--- config.mk ---
export PLATFORM = sky130hd
export DESIGN_NAME = background_subtract_pixel_engine_unit
export DESIGN_NICKNAME = d
export VERILOG_FILES = /design/src/sv/bsp_pkg.sv /design/src/sv/bsp_pixel_calc.sv /design/src/sv/bsp_frame_stats.sv /design/src/sv/background_subtract_pixel_engine_unit.sv
export SDC_FILE = /design/constraint.sdc
export NUM_CORES = 2
export LEC_CHECK = 0
export ABC_AREA = 1
export BUFFER_PORTS_ARGS = -buffer_cell sky130_fd_sc_hd__buf_2
export CAP_MARGIN = 40
export CORE_MARGIN = 5
export CORE_UTILIZATION = 35
export CTS_CLUSTER_DIAMETER = 100
export DETAILED_ROUTE_END_ITERATION = 6
export MAX_ROUTING_LAYER = met4
export PLACE_DENSITY = 0.56
export SLEW_MARGIN = 5
export SYNTH_ARGS = -nofsm -noshare
export SYNTH_HDL_FRONTEND = slang
export SYNTH_SLANG_ARGS = --single-unit
--- constraint.sdc ---
create_clock -name clock -period 21.9 [get_ports clock]
set_input_delay 4.38 -clock clock [delete_from_list [all_inputs] [get_ports clock]]
set_output_delay 4.38 -clock clock [all_outputs]
set_load 0.02 [all_outputs]
--- src/sv/bsp_pkg.sv ---
package bsp_pkg;

   localparam int FRACTION_BITS = 8;
   localparam int PIX_W = 8;
   localparam int BGQ_W = 16;
   localparam int CNT_W = 21;
   localparam int SUM_W = 28;
   localparam int TOT_W = 36;
   localparam int NUM_COUNTERS = 15;
   localparam int CIDX_W = 4;
   localparam int CSR_IDX_W = 3;
   localparam int CSR_DATA_W = 9;

   localparam logic [PIX_W-1:0] PIX_MAX = 8'd255;
   localparam logic [BGQ_W-1:0] BGQ_MAX = 16'd65280;

   localparam logic [CSR_IDX_W-1:0] REG_BACKGROUND_SHIFT = 3'd0;
   localparam logic [CSR_IDX_W-1:0] REG_FRAME_SHIFT = 3'd1;
   localparam logic [CSR_IDX_W-1:0] REG_ALLOW_LEARNING = 3'd2;
   localparam logic [CSR_IDX_W-1:0] REG_BACKGROUND_THRESHOLD = 3'd3;
   localparam logic [CSR_IDX_W-1:0] REG_FRAME_THRESHOLD = 3'd4;
   localparam logic [CSR_IDX_W-1:0] REG_LEARN_THRESHOLD = 3'd5;
   localparam logic [CSR_IDX_W-1:0] REG_STABLE_THRESHOLD = 3'd6;

   localparam logic KIND_PIXEL = 1'b0;
   localparam logic KIND_COUNTER = 1'b1;

   localparam logic [CIDX_W-1:0] CNT_GLOBAL_BG = 4'd0;
   localparam logic [CIDX_W-1:0] CNT_GULLY_BG = 4'd1;
   localparam logic [CIDX_W-1:0] CNT_STATIC_BG = 4'd2;
   localparam logic [CIDX_W-1:0] CNT_GLOBAL_FRAME = 4'd3;
   localparam logic [CIDX_W-1:0] CNT_GULLY_FRAME = 4'd4;
   localparam logic [CIDX_W-1:0] CNT_STATIC_FRAME = 4'd5;
   localparam logic [CIDX_W-1:0] CNT_ZONE0 = 4'd6;
   localparam logic [CIDX_W-1:0] CNT_BG_DIFF_SUM = 4'd10;
   localparam logic [CIDX_W-1:0] CNT_FRAME_DIFF_SUM = 4'd11;
   localparam logic [CIDX_W-1:0] CNT_OVERLAP = 4'd12;
   localparam logic [CIDX_W-1:0] CNT_LEARNED = 4'd13;
   localparam logic [CIDX_W-1:0] CNT_BG_TOTAL = 4'd14;

   typedef struct packed {
      logic [PIX_W-1:0] current_pixel;
      logic [PIX_W-1:0] previous_pixel;
      logic [BGQ_W-1:0] bkg_q8;
      logic             in_gully;
      logic             in_static;
      logic [1:0]       quadrant;
      logic             last_pixel;
   } req_type;

   typedef struct packed {
      logic              kind;
      logic [BGQ_W-1:0]  new_bkg_q8;
      logic              background_changed;
      logic              frame_changed;
      logic              foreground_mark;
      logic              moving_overlap;
      logic              learned;
      logic [CIDX_W-1:0] counter_index;
      logic [TOT_W-1:0]  counter_value;
      logic              last_result;
   } rsp_type;

   typedef struct packed {
      logic signed [8:0] background_shift;
      logic signed [8:0] frm_shift;
      logic              allow_learning;
      logic [7:0]        background_threshold;
      logic [7:0]        frame_threshold;
      logic [7:0]        learn_threshold;
      logic [7:0]        stable_threshold;
   } cfg_type;

   typedef struct packed {
      logic [8:0]       bg_diff;
      logic [7:0]       frm_diff;
      logic             bg_changed;
      logic             frame_changed;
      logic             learned;
      logic             in_gully;
      logic             in_static;
      logic [1:0]       quadrant;
      logic [BGQ_W-1:0] new_bgq;
   } pix_stat_type;

endpackage

--- src/sv/bsp_pixel_calc.sv ---
module bsp_pixel_calc #(
   parameter int UPDATE_DIVISOR = 16
) (
   input  bsp_pkg::req_type      pix,
   input  bsp_pkg::cfg_type      cfg,
   output bsp_pkg::pix_stat_type stat
);
   import bsp_pkg::*;

   localparam int MAG_W = 17;
   localparam int DIV_LOG = $clog2(UPDATE_DIVISOR);
   localparam int RECIP_SHIFT = MAG_W + DIV_LOG;
   localparam int RECIP_W = MAG_W + 1;
   localparam int RECIP_INT = ((2 ** RECIP_SHIFT) + UPDATE_DIVISOR - 1) / UPDATE_DIVISOR;
   localparam logic [RECIP_W-1:0] RECIP = RECIP_W'(RECIP_INT);
   localparam int PROD_W = MAG_W + RECIP_W;

   logic signed [10:0] cur_ext;
   logic signed [10:0] cb_raw;
   logic signed [10:0] cf_raw;
   logic [PIX_W-1:0]   cb;
   logic [PIX_W-1:0]   cf;
   logic [16:0]        bg_round_sum;
   logic [8:0]         bg_round;
   logic signed [9:0]  bd_raw;
   logic signed [9:0]  bd_abs;
   logic signed [8:0]  fd_raw;
   logic signed [8:0]  fd_abs;
   logic               bg_chg;
   logic               fr_chg;
   logic               learn;
   logic signed [17:0] delta;
   logic signed [17:0] delta_neg;
   logic [MAG_W-1:0]   mag;
   logic [PROD_W-1:0]  prod;
   logic [MAG_W-1:0]   quot;
   logic signed [18:0] quot_s;
   logic signed [18:0] upd;
   logic [BGQ_W-1:0]   upd_clamped;

   always_comb begin
      cur_ext = {3'b000, pix.current_pixel};
      cb_raw = cur_ext - {{2{cfg.background_shift[8]}}, cfg.background_shift};
      cf_raw = cur_ext - {{2{cfg.frm_shift[8]}}, cfg.frm_shift};
      if (cb_raw < 0) begin
         cb = '0;
      end else if (cb_raw > $signed({3'b000, PIX_MAX})) begin
         cb = PIX_MAX;
      end else begin
         cb = cb_raw[7:0];
      end
      if (cf_raw < 0) begin
         cf = '0;
      end else if (cf_raw > $signed({3'b000, PIX_MAX})) begin
         cf = PIX_MAX;
      end else begin
         cf = cf_raw[7:0];
      end

      bg_round_sum = {1'b0, pix.bkg_q8} + 17'(1 << (FRACTION_BITS - 1));
      bg_round = bg_round_sum[16:FRACTION_BITS];

      bd_raw = $signed({2'b00, cb}) - $signed({1'b0, bg_round});
      bd_abs = (bd_raw < 0) ? -bd_raw : bd_raw;
      fd_raw = $signed({1'b0, cf}) - $signed({1'b0, pix.previous_pixel});
      fd_abs = (fd_raw < 0) ? -fd_raw : fd_raw;

      bg_chg = bd_abs[8:0] > {1'b0, cfg.background_threshold};
      fr_chg = fd_abs[7:0] > cfg.frame_threshold;
      learn = cfg.allow_learning && (bd_abs[8:0] <= {1'b0, cfg.learn_threshold}) &&
              (fd_abs[7:0] <= cfg.stable_threshold);

      delta = $signed({2'b00, pix.current_pixel, 8'h00}) - $signed({2'b00, pix.bkg_q8});
      delta_neg = -delta;
      mag = delta[17] ? delta_neg[MAG_W-1:0] : delta[MAG_W-1:0];
      prod = PROD_W'(mag) * PROD_W'(RECIP);
      quot = MAG_W'(prod >> RECIP_SHIFT);
      quot_s = delta[17] ? -$signed({2'b00, quot}) : $signed({2'b00, quot});
      upd = $signed({3'b000, pix.bkg_q8}) + quot_s;
      if (upd < 0) begin
         upd_clamped = '0;
      end else if (upd > $signed({3'b000, BGQ_MAX})) begin
         upd_clamped = BGQ_MAX;
      end else begin
         upd_clamped = upd[15:0];
      end

      stat.bg_diff = bd_abs[8:0];
      stat.frm_diff = fd_abs[7:0];
      stat.bg_changed = bg_chg;
      stat.frame_changed = fr_chg;
      stat.learned = learn;
      stat.in_gully = pix.in_gully;
      stat.in_static = pix.in_static;
      stat.quadrant = pix.quadrant;
      stat.new_bgq = learn ? upd_clamped : pix.bkg_q8;
   end

endmodule

--- src/sv/bsp_frame_stats.sv ---
module bsp_frame_stats (
   input  logic                         clock,
   input  logic                         reset,
   input  logic                         update,
   input  logic                         close_frame,
   input  bsp_pkg::pix_stat_type        stat,
   input  logic [bsp_pkg::CIDX_W-1:0]   rd_index,
   output logic [bsp_pkg::TOT_W-1:0]    rd_value
);
   import bsp_pkg::*;

   logic [CNT_W-1:0] bg_cnt_ff [3];
   logic [CNT_W-1:0] bg_cnt_in [3];
   logic [CNT_W-1:0] fr_cnt_ff [3];
   logic [CNT_W-1:0] fr_cnt_in [3];
   logic [CNT_W-1:0] quad_cnt_ff [4];
   logic [CNT_W-1:0] quad_cnt_in [4];
   logic [SUM_W-1:0] bd_sum_ff;
   logic [SUM_W-1:0] bd_sum_in;
   logic [SUM_W-1:0] fd_sum_ff;
   logic [SUM_W-1:0] fd_sum_in;
   logic [CNT_W-1:0] ovl_cnt_ff;
   logic [CNT_W-1:0] ovl_cnt_in;
   logic [CNT_W-1:0] lrn_cnt_ff;
   logic [CNT_W-1:0] lrn_cnt_in;
   logic [TOT_W-1:0] total_ff;
   logic [TOT_W-1:0] total_in;
   logic [TOT_W-1:0] snap_ff [NUM_COUNTERS];
   logic [TOT_W-1:0] snap_in [NUM_COUNTERS];
   logic [SUM_W:0]   bd_sum_wide;
   logic [SUM_W:0]   fd_sum_wide;
   logic [TOT_W:0]   total_wide;
   logic             bg_hit [3];
   logic             fr_hit [3];

   function automatic logic [CNT_W-1:0] sat_inc(logic [CNT_W-1:0] cnt, logic hit);
      logic [CNT_W-1:0] res;
      res = cnt;
      if (hit && (cnt != '1)) begin
         res = cnt + 1'b1;
      end
      return res;
   endfunction

   always_comb begin
      bg_hit[0] = stat.bg_changed;
      bg_hit[1] = stat.bg_changed && stat.in_gully;
      bg_hit[2] = stat.bg_changed && stat.in_static;
      fr_hit[0] = stat.frame_changed;
      fr_hit[1] = stat.frame_changed && stat.in_gully;
      fr_hit[2] = stat.frame_changed && stat.in_static;
      for (int i = 0; i < 3; i++) begin
         bg_cnt_in[i] = sat_inc(bg_cnt_ff[i], bg_hit[i]);
         fr_cnt_in[i] = sat_inc(fr_cnt_ff[i], fr_hit[i]);
      end
      for (int i = 0; i < 4; i++) begin
         quad_cnt_in[i] = sat_inc(quad_cnt_ff[i], stat.frame_changed && !stat.in_gully &&
                                  (stat.quadrant == 2'(i)));
      end
      bd_sum_wide = {1'b0, bd_sum_ff} + (SUM_W + 1)'(stat.bg_diff);
      bd_sum_in = bd_sum_wide[SUM_W] ? '1 : bd_sum_wide[SUM_W-1:0];
      fd_sum_wide = {1'b0, fd_sum_ff} + (SUM_W + 1)'(stat.frm_diff);
      fd_sum_in = fd_sum_wide[SUM_W] ? '1 : fd_sum_wide[SUM_W-1:0];
      ovl_cnt_in = sat_inc(ovl_cnt_ff, stat.in_gully && stat.bg_changed && stat.frame_changed);
      lrn_cnt_in = sat_inc(lrn_cnt_ff, stat.learned);
      total_wide = {1'b0, total_ff} + (TOT_W + 1)'(stat.new_bgq);
      total_in = total_wide[TOT_W] ? '1 : total_wide[TOT_W-1:0];

      for (int i = 0; i < 3; i++) begin
         snap_in[int'(CNT_GLOBAL_BG) + i] = TOT_W'(bg_cnt_in[i]);
         snap_in[int'(CNT_GLOBAL_FRAME) + i] = TOT_W'(fr_cnt_in[i]);
      end
      for (int i = 0; i < 4; i++) begin
         snap_in[int'(CNT_ZONE0) + i] = TOT_W'(quad_cnt_in[i]);
      end
      snap_in[CNT_BG_DIFF_SUM] = TOT_W'(bd_sum_in);
      snap_in[CNT_FRAME_DIFF_SUM] = TOT_W'(fd_sum_in);
      snap_in[CNT_OVERLAP] = TOT_W'(ovl_cnt_in);
      snap_in[CNT_LEARNED] = TOT_W'(lrn_cnt_in);
      snap_in[CNT_BG_TOTAL] = total_in;
   end

   always_ff @(posedge clock) begin
      if (reset) begin
         for (int i = 0; i < 3; i++) begin
            bg_cnt_ff[i] <= '0;
            fr_cnt_ff[i] <= '0;
         end
         for (int i = 0; i < 4; i++) begin
            quad_cnt_ff[i] <= '0;
         end
         bd_sum_ff <= '0;
         fd_sum_ff <= '0;
         ovl_cnt_ff <= '0;
         lrn_cnt_ff <= '0;
         total_ff <= '0;
      end else if (update) begin
         for (int i = 0; i < 3; i++) begin
            bg_cnt_ff[i] <= close_frame ? '0 : bg_cnt_in[i];
            fr_cnt_ff[i] <= close_frame ? '0 : fr_cnt_in[i];
         end
         for (int i = 0; i < 4; i++) begin
            quad_cnt_ff[i] <= close_frame ? '0 : quad_cnt_in[i];
         end
         bd_sum_ff <= close_frame ? '0 : bd_sum_in;
         fd_sum_ff <= close_frame ? '0 : fd_sum_in;
         ovl_cnt_ff <= close_frame ? '0 : ovl_cnt_in;
         lrn_cnt_ff <= close_frame ? '0 : lrn_cnt_in;
         total_ff <= close_frame ? '0 : total_in;
      end
   end

   always_ff @(posedge clock) begin
      if (update && close_frame) begin
         for (int i = 0; i < NUM_COUNTERS; i++) begin
            snap_ff[i] <= snap_in[i];
         end
      end
   end

   assign rd_value = (rd_index <= CNT_BG_TOTAL) ? snap_ff[rd_index] : '0;

endmodule

--- src/sv/background_subtract_pixel_engine_unit.sv ---
// Background subtraction pixel engine.
// The request channel (req_valid, req_stall, req_data) carries one pixel per beat:
// current and previous gray value, stored Q8 background, region bits, quadrant and
// an end-of-frame flag. The response channel (rsp_valid, rsp_stall, rsp_data) gives
// one pixel result per pixel, and after the pixel flagged last, fifteen frame
// counter beats in fixed order; last_result marks the final beat of each pixel.
// Thresholds and brightness shifts are set through the csr_ write port; the user
// must write them between frames, as the block itself does not enforce it.
// A pixel beat is registered at the input and its result, computed combinationally,
// is registered in the output register when that register is free. One pixel is
// accepted per cycle while the output is not stalled and no counter beats are
// pending; after the last pixel of a frame, the fifteen counter beats drain first.
// When rsp_stall is high on a valid beat, the output register holds it and the
// input register fills, after which req_stall is raised.
// Reset clears both valid flags, the frame counters and the registers to their
// defaults; the block can take a beat as soon as reset is released.
module background_subtract_pixel_engine_unit #(
   parameter int UPDATE_DIVISOR = 16
) (
   input  logic                           clock,
   input  logic                           reset,
   input  logic                           req_valid,
   output logic                           req_stall,
   input  bsp_pkg::req_type               req_data,
   output logic                           rsp_valid,
   input  logic                           rsp_stall,
   output bsp_pkg::rsp_type               rsp_data,
   input  logic                           csr_wr_en,
   input  logic [bsp_pkg::CSR_IDX_W-1:0]  csr_index,
   input  logic [bsp_pkg::CSR_DATA_W-1:0] csr_wdata
);
   import bsp_pkg::*;

   cfg_type          cfg_ff;
   cfg_type          cfg_in;
   req_type          pix_ff;
   logic             pix_valid_ff;
   logic             pix_valid_in;
   rsp_type          rsp_ff;
   rsp_type          rsp_in;
   logic             rsp_valid_ff;
   logic             rsp_valid_in;
   logic             emit_ff;
   logic             emit_in;
   logic [CIDX_W-1:0] emit_idx_ff;
   logic [CIDX_W-1:0] emit_idx_in;
   logic             req_take;
   logic             out_free;
   logic             pix_adv;
   logic             pix_load;
   pix_stat_type     stat;
   logic [TOT_W-1:0] cnt_value;

   bsp_pixel_calc #(
      .UPDATE_DIVISOR(UPDATE_DIVISOR)
   ) u_calc (
      .pix  (pix_ff),
      .cfg  (cfg_ff),
      .stat (stat)
   );

   bsp_frame_stats u_stats (
      .clock       (clock),
      .reset       (reset),
      .update      (pix_load),
      .close_frame (pix_ff.last_pixel),
      .stat        (stat),
      .rd_index    (emit_idx_ff),
      .rd_value    (cnt_value)
   );

   always_comb begin
      cfg_in = cfg_ff;
      if (csr_wr_en) begin
         case (csr_index)
            REG_BACKGROUND_SHIFT: cfg_in.background_shift = $signed(csr_wdata);
            REG_FRAME_SHIFT: cfg_in.frm_shift = $signed(csr_wdata);
            REG_ALLOW_LEARNING: cfg_in.allow_learning = csr_wdata[0];
            REG_BACKGROUND_THRESHOLD: cfg_in.background_threshold = csr_wdata[7:0];
            REG_FRAME_THRESHOLD: cfg_in.frame_threshold = csr_wdata[7:0];
            REG_LEARN_THRESHOLD: cfg_in.learn_threshold = csr_wdata[7:0];
            REG_STABLE_THRESHOLD: cfg_in.stable_threshold = csr_wdata[7:0];
            default: cfg_in = cfg_ff;
         endcase
      end
   end

   always_comb begin
      out_free = !rsp_valid_ff || !rsp_stall;
      pix_adv = out_free && !emit_ff;
      pix_load = pix_adv && pix_valid_ff;
      req_stall = pix_valid_ff && !pix_adv;
      req_take = req_valid && !req_stall;
      if (req_take) begin
         pix_valid_in = 1'b1;
      end else if (pix_adv) begin
         pix_valid_in = 1'b0;
      end else begin
         pix_valid_in = pix_valid_ff;
      end

      rsp_in = rsp_ff;
      rsp_valid_in = rsp_valid_ff;
      emit_in = emit_ff;
      emit_idx_in = emit_idx_ff;
      if (out_free) begin
         if (emit_ff) begin
            rsp_in = '0;
            rsp_in.kind = KIND_COUNTER;
            rsp_in.counter_index = emit_idx_ff;
            rsp_in.counter_value = cnt_value;
            rsp_in.last_result = (emit_idx_ff == CNT_BG_TOTAL);
            rsp_valid_in = 1'b1;
            if (emit_idx_ff == CNT_BG_TOTAL) begin
               emit_in = 1'b0;
            end else begin
               emit_idx_in = emit_idx_ff + 1'b1;
            end
         end else if (pix_valid_ff) begin
            rsp_in = '0;
            rsp_in.kind = KIND_PIXEL;
            rsp_in.new_bkg_q8 = stat.new_bgq;
            rsp_in.background_changed = stat.bg_changed;
            rsp_in.frame_changed = stat.frame_changed;
            rsp_in.foreground_mark = stat.in_gully && stat.bg_changed;
            rsp_in.moving_overlap = stat.in_gully && stat.bg_changed && stat.frame_changed;
            rsp_in.learned = stat.learned;
            rsp_in.last_result = !pix_ff.last_pixel;
            rsp_valid_in = 1'b1;
            if (pix_ff.last_pixel) begin
               emit_in = 1'b1;
               emit_idx_in = CNT_GLOBAL_BG;
            end
         end else begin
            rsp_valid_in = 1'b0;
         end
      end
   end

   always_ff @(posedge clock) begin
      if (reset) begin
         cfg_ff.background_shift <= '0;
         cfg_ff.frm_shift <= '0;
         cfg_ff.allow_learning <= 1'b0;
         cfg_ff.background_threshold <= 8'd25;
         cfg_ff.frame_threshold <= 8'd15;
         cfg_ff.learn_threshold <= 8'd10;
         cfg_ff.stable_threshold <= 8'd5;
         pix_valid_ff <= 1'b0;
         rsp_valid_ff <= 1'b0;
         emit_ff <= 1'b0;
         emit_idx_ff <= '0;
      end else begin
         cfg_ff <= cfg_in;
         pix_valid_ff <= pix_valid_in;
         rsp_valid_ff <= rsp_valid_in;
         emit_ff <= emit_in;
         emit_idx_ff <= emit_idx_in;
      end
   end

   always_ff @(posedge clock) begin
      if (req_take) begin
         pix_ff <= req_data;
      end
      rsp_ff <= rsp_in;
   end

   assign rsp_valid = rsp_valid_ff;
   assign rsp_data = rsp_ff;

endmodule

---- Yosys cells after proc, flatten, opt, wreduce, memory -nomap -nowiden ----
Memories as Yosys holds them, arrays and structs flattened. A register that Yosys moved wholly into a read port is not among the register bits.
Index checks and enable logic that the tools add are counted.
storage, ports and cells
  memory bits (writable) .................. 750
  input port bits ......................... 54
  memories ................................ 4
  register bits after elaboration ......... 292
  output and inout bits ................... 65
  word-level logic and storage cells ...... 236
operators by class
  $lt $le $gt $ge ......................... 13
  add/subtract/negate cells ............... 27
  bitwise operators ....................... 10
  reductions and logical operators ........ 51
  multiplexer cells ....................... 75
  equality and inequality tests ........... 23
memories
  memory               words  width  read ports  clocked after Yosys merged registers in  write ports  RTL line               source
  u_stats.snap_ff      15     36     1           1                                        15           bsp_frame_stats.sv:28  logic [TOT_W-1:0] snap_ff [NUM_COUNTERS];
  u_stats.quad_cnt_ff  4      21     4           0                                        4            bsp_frame_stats.sv:16  logic [CNT_W-1:0] quad_cnt_ff [4];
  u_stats.bg_cnt_ff    3      21     3           0                                        3            bsp_frame_stats.sv:12  logic [CNT_W-1:0] bg_cnt_ff [3];
  u_stats.fr_cnt_ff    3      21     3           0                                        3            bsp_frame_stats.sv:14  logic [CNT_W-1:0] fr_cnt_ff [3];
operator list
  kind                                                  count
  2-to-1 mux 21 bit                                     34
  adder 21 x 1 -> 21 bit, second input constant         12
  != test 21 bit, second input constant                 12
  2-to-1 mux 28 bit                                     4
  2-to-1 mux 36 bit                                     3
  2-to-1 mux 63 bit                                     1
  2-to-1 mux 16 bit                                     3
  2-to-1 mux 41 bit                                     1
  2-to-1 mux 8 bit                                      5
  adder 36 x 16 -> 37 bit                               1
  < comparator 10 x 1 -> 1 bit, second input constant   3
  adder 28 x 8 -> 29 bit                                1
  adder 28 x 9 -> 29 bit                                1
  logical AND 1 bit                                     29
  2-to-1 mux 4 bit                                      6
  > comparator 10 x 9 -> 1 bit, second input constant   2
  subtractor 9 x 9 -> 10 bit                            2
  adder 17 x 19 -> 19 bit                               1
  > comparator 19 x 17 -> 1 bit, second input constant  1
  < comparator 19 x 1 -> 1 bit, second input constant   1
  2-to-1 mux 19 bit                                     1
  negator 13 -> 19 bit                                  1
  adder 16 x 8 -> 17 bit, second input constant         1
  2-to-1 mux 17 bit                                     1
  other kinds (30)                                      72

---- Longest topological paths before layout ----
  depth after elaboration ................. 14
  gate-level depth with buffers ........... 60
  depth with buffers taken out ............ 59

---- Modules after synthesis ----
A second synthesis with hierarchy kept.
unflattened totals
  cell total of the unflattened synthesis .. 6302
  area, all modules ....................... 49922.9 um^2
modules (own cells, without submodules)
  module                                 times used  sequential area each (um^2)  cells an instance  area each (um^2)
  bsp_frame_stats                        1           19318.5                      4806               38610.8
  background_subtract_pixel_engine_unit  1           4164.0                       517                5703.0
  bsp_pixel_calc                         1           0.0                          979                5609.1

---- Worst setup path after synthesis ----
Ideal clock, no wire load.
  path kind ............................... input to register
  from .................................... in rsp_stall
  to ...................................... mem u_stats.snap_ff[0][0], enable pin
  data required time ...................... 20845 ps
  data arrival time ....................... 22436 ps
  slack ................................... -1591 ps
  buffers on the path ..................... 0
  stages on the path ...................... 5
  path through ............................ nand2_1 -> inv_1 -> a21oi_1 -> inv_1 -> nor2_1
RTL lines
  what         RTL line                                     source
  from (decl)  background_subtract_pixel_engine_unit.sv:26  input logic rsp_stall,
  to (decl)    bsp_frame_stats.sv:28

==> qor.yml <==
via_count_of_the_first_global_routing_pass: 34900
dominantRegCellSynth: "sky130_fd_sc_hd__edfxtp_1"
clk_pin_slew_ps: 60
number_of_buffers_inserted_during_clock_tree_synthesis: 97
placementRows: 133
ys_async_sr_fraction: 0
ctsLongestPathBuffers: 3
worst_setup_path_end_kind: "flop"
ys_seq_area_frac: 0.509
starting_utilization_of_the_core_area: 0.352
layout_worst_path_cycle_share: 0.457
cts_tree: "built"
fill_cells: 13300
routed_via_density: 5.01
top_level_ports: 119
fin_max_slew_vios: 0
fmax_mhz: 99.8
placedCellCount: 7193
slowest_delay_ps: 660
design.die.area_um2: 140000
max_cap_viol_count: 0
finish.instance_area_um2: 52200
tritoncts_num_sinks: 850
postRouteWirelength_um: 131000
netlist.area_leader.share: 0.424
post-cts-setup-buffer-count: 0
drt-initial-drc-count: 3116
groute.usage.overall: 0.187
yosys_warnings: 0
hold_slack_ps: 458
clk_latency_ps: 720
htreeDepth: 3
globalRoute.totalOverflow: 0
synth.top_cells.by_area: "sky130_fd_sc_hd__edfxtp_1, sky130_fd_sc_hd__nand2_1, sky130_fd_sc_hd__dfxtp_1, sky130_fd_sc_hd__inv_1, sky130_fd_sc_hd__nor2_1"
route.antenna.remaining_nets: 0
port-buffer-count: 118
post_drt_wl_per_cell_um: 17.7
worstSetupPathType: "reg2reg"
finalWeightedCongestion: 0.887
tightestPinTransition_ps: 1080
vdd.ir_drop.worst_uv: 73.3
ctsRootBufferMaster: "sky130_fd_sc_hd__clkbuf_16"
pwr_density_cell_nw_per_um2: 92.7
path_max_fanout: 25
core_area_um2: 131000
antenna_found_initial: 2
worst_clock_skew_ps: 56.5
cpMaxStageDelayCell: "sky130_fd_sc_hd__nor2_2"
num_antenna_cells: 0
synth_edf_count: 654
dieWidth_um: 374
avgSynthCellArea_um2: 8.49
cell_taking_the_most_area_after_synthesis: "sky130_fd_sc_hd__edfxtp_1"
finalCriticalPeriod_ps: 10020
postCtsResizedCells: 0
grt_setup_unrepaired: "no"
detailed_placement_hpwl_um: 94400
static-leakage-power_uw: 0.0213
number_of_distinct_standard_cells_referenced_by_the_synthesized_netlist: 61
syn_to_final_growth_pct: 12.8
ys_seq_elements: 850
mappedNetlistArea_um2: 46300
outcome: "finished, final reports clean"
pin_count_of_the_biggest_net_entering_global_routing: 152
detailedPlace.worstSlack_ps: 11910
synthesis.instances: 5448
chipHeight_um: 374
timing.final.setup_violations: 0
grt_first_pass_wirelength_um: 202000
finish.net_count: 5741
critical_path_required_ps: 22350
post_dp_cell_area_um2: 48900
hp-class: "reg2reg"
slew_headroom: 0.275
yosysMostFrequentCell: "sky130_fd_sc_hd__nand2_1"
timing.final.ws_setup_ps: 11880
finalHoldViolCount: 0
drc: 0
worstSetupStartpointType: "flop"
holdBufCountCts: 0
fraction_of_layout_cells_with_a_size_suffix_above_1: 0.0681
timing.setup.tns_ps: 0
sequential_cell_area_in_the_final_layout_um2: 23600
synth_nets: 5650
multi_input_area_um2: 19300
synth.cells.most_frequent: "sky130_fd_sc_hd__nand2_1, sky130_fd_sc_hd__inv_1, sky130_fd_sc_hd__edfxtp_1, sky130_fd_sc_hd__nor2_1, sky130_fd_sc_hd__o21ai_0"
layout_cells_excl_fill: 7375
crit_arrival_ps: 10470
dr_total_vias: 36900
drt-pass1-iter-count: 5
per-stage QoR:
step / total power [uW] / util
final: 4840 / 0.397
after global routing: 5110 / 0.397
after CTS: 4880 / 0.397
after detailed placement: 3180 / 0.372
after global placement: 3170 / 0.370
after floorplan: 2830 / -
placed cells by master, fill, tap and decap left out, types with 15 or more instances in the layout:
cell                        instances
sky130_fd_sc_hd__buf_4             19
sky130_fd_sc_hd__nor2_1           644
sky130_fd_sc_hd__xor2_1           210
sky130_fd_sc_hd__inv_1            739
sky130_fd_sc_hd__clkinv_2          20
sky130_fd_sc_hd__o22ai_1           53
sky130_fd_sc_hd__o21bai_1          17
sky130_fd_sc_hd__or2_2             19
sky130_fd_sc_hd__clkbuf_1          20
sky130_fd_sc_hd__dfxtp_1          194
sky130_fd_sc_hd__and2_1            17
sky130_fd_sc_hd__a311oi_1          21
sky130_fd_sc_hd__buf_2            123
sky130_fd_sc_hd__nand3_1          199
sky130_fd_sc_hd__clkinv_1          15
sky130_fd_sc_hd__a22o_1            15
sky130_fd_sc_hd__clkbuf_16        101
sky130_fd_sc_hd__o21ai_0          370
sky130_fd_sc_hd__nor3_1           199
sky130_fd_sc_hd__a21oi_1          316
sky130_fd_sc_hd__nand2_1         1124
sky130_fd_sc_hd__nor4_1            46
sky130_fd_sc_hd__xnor2_1           52
sky130_fd_sc_hd__ha_1             140
sky130_fd_sc_hd__nand4_1           89
sky130_fd_sc_hd__edfxtp_1         654
worst paths after layout:
kind / to / depth (start not counted) / from / slack [ps]
worst max-delay path: u_stats.snap_ff[14][4] / 54 / pix_ff[29] / 11880
worst min-delay path: cfg_ff[6] / 2 / cfg_ff[6] / 460
worst max register to register: u_stats.snap_ff[14][4] / 54 / pix_ff[29] / 11880
worst min register to register: cfg_ff[6] / 2 / cfg_ff[6] / 460
report_power, final:
group	leakage, uW	internal (uW)	switching (uW)	total (uW)
logic	0.0116	347	838	1190
clock network	0.00160	982	700	1680
registers	0.00807	1900	69.7	1970
kinds of logic after synthesis:
logic type / Yosys count / share of synthesized area
mux: 1 / 0.000216
simple gates: 2398 / 0.220
compound gates: 876 / 0.105
buf+inv: 913 / 0.0750
fa+ha+maj: 148 / 0.0413
flops: 850 / 0.509
xor+xnor: 262 / 0.0496
cell type report:
class | count | area share
inverters | 751 | 0.0542
clock buffers | 122 | 0.0501
well taps | 1755 | 0.0421
flip-flops and latches | 850 | 0.452
multi-input cells | 3685 | 0.370
repair buffers | 154 | 0.0195
clock inverters | 58 | 0.0127
worst max-delay path, delay by kind of cell (launching register included):
kind | cells | cell delay (ps)
buf+inv | 11 | 1460
compound gates | 20 | 3770
flops | 1 | 390
simple gates | 17 | 2500
fa+ha+maj | 6 | 1620
registers in the layout, indices dropped and copies added (netlist names), 28 cells and up, named ones only:
register             flops
u_stats.snap_ff        344
u_stats.quad_cnt_ff     84
rsp_data                63
u_stats.bg_cnt_ff       63
u_stats.fr_cnt_ff       63
cfg_ff                  51
pix_ff                  37
u_stats.total_ff        36
u_stats.bd_sum_ff       28
u_stats.fd_sum_ff       28
routing by layer:
| metal | wire [um] | GRT usage | up-vias |
|---|---|---|---|
| li1 | - | - | 18400 |
| met1 | 61500 | 0.260 | 17500 |
| met2 | 59300 | 0.291 | 879 |
| met3 | 6640 | 0.0248 | 164 |
| met4 | 3120 | 0.0456 | 0 |
| met5 | 0 | - | - |
Note: power is estimated with default switching activity, not from simulation.
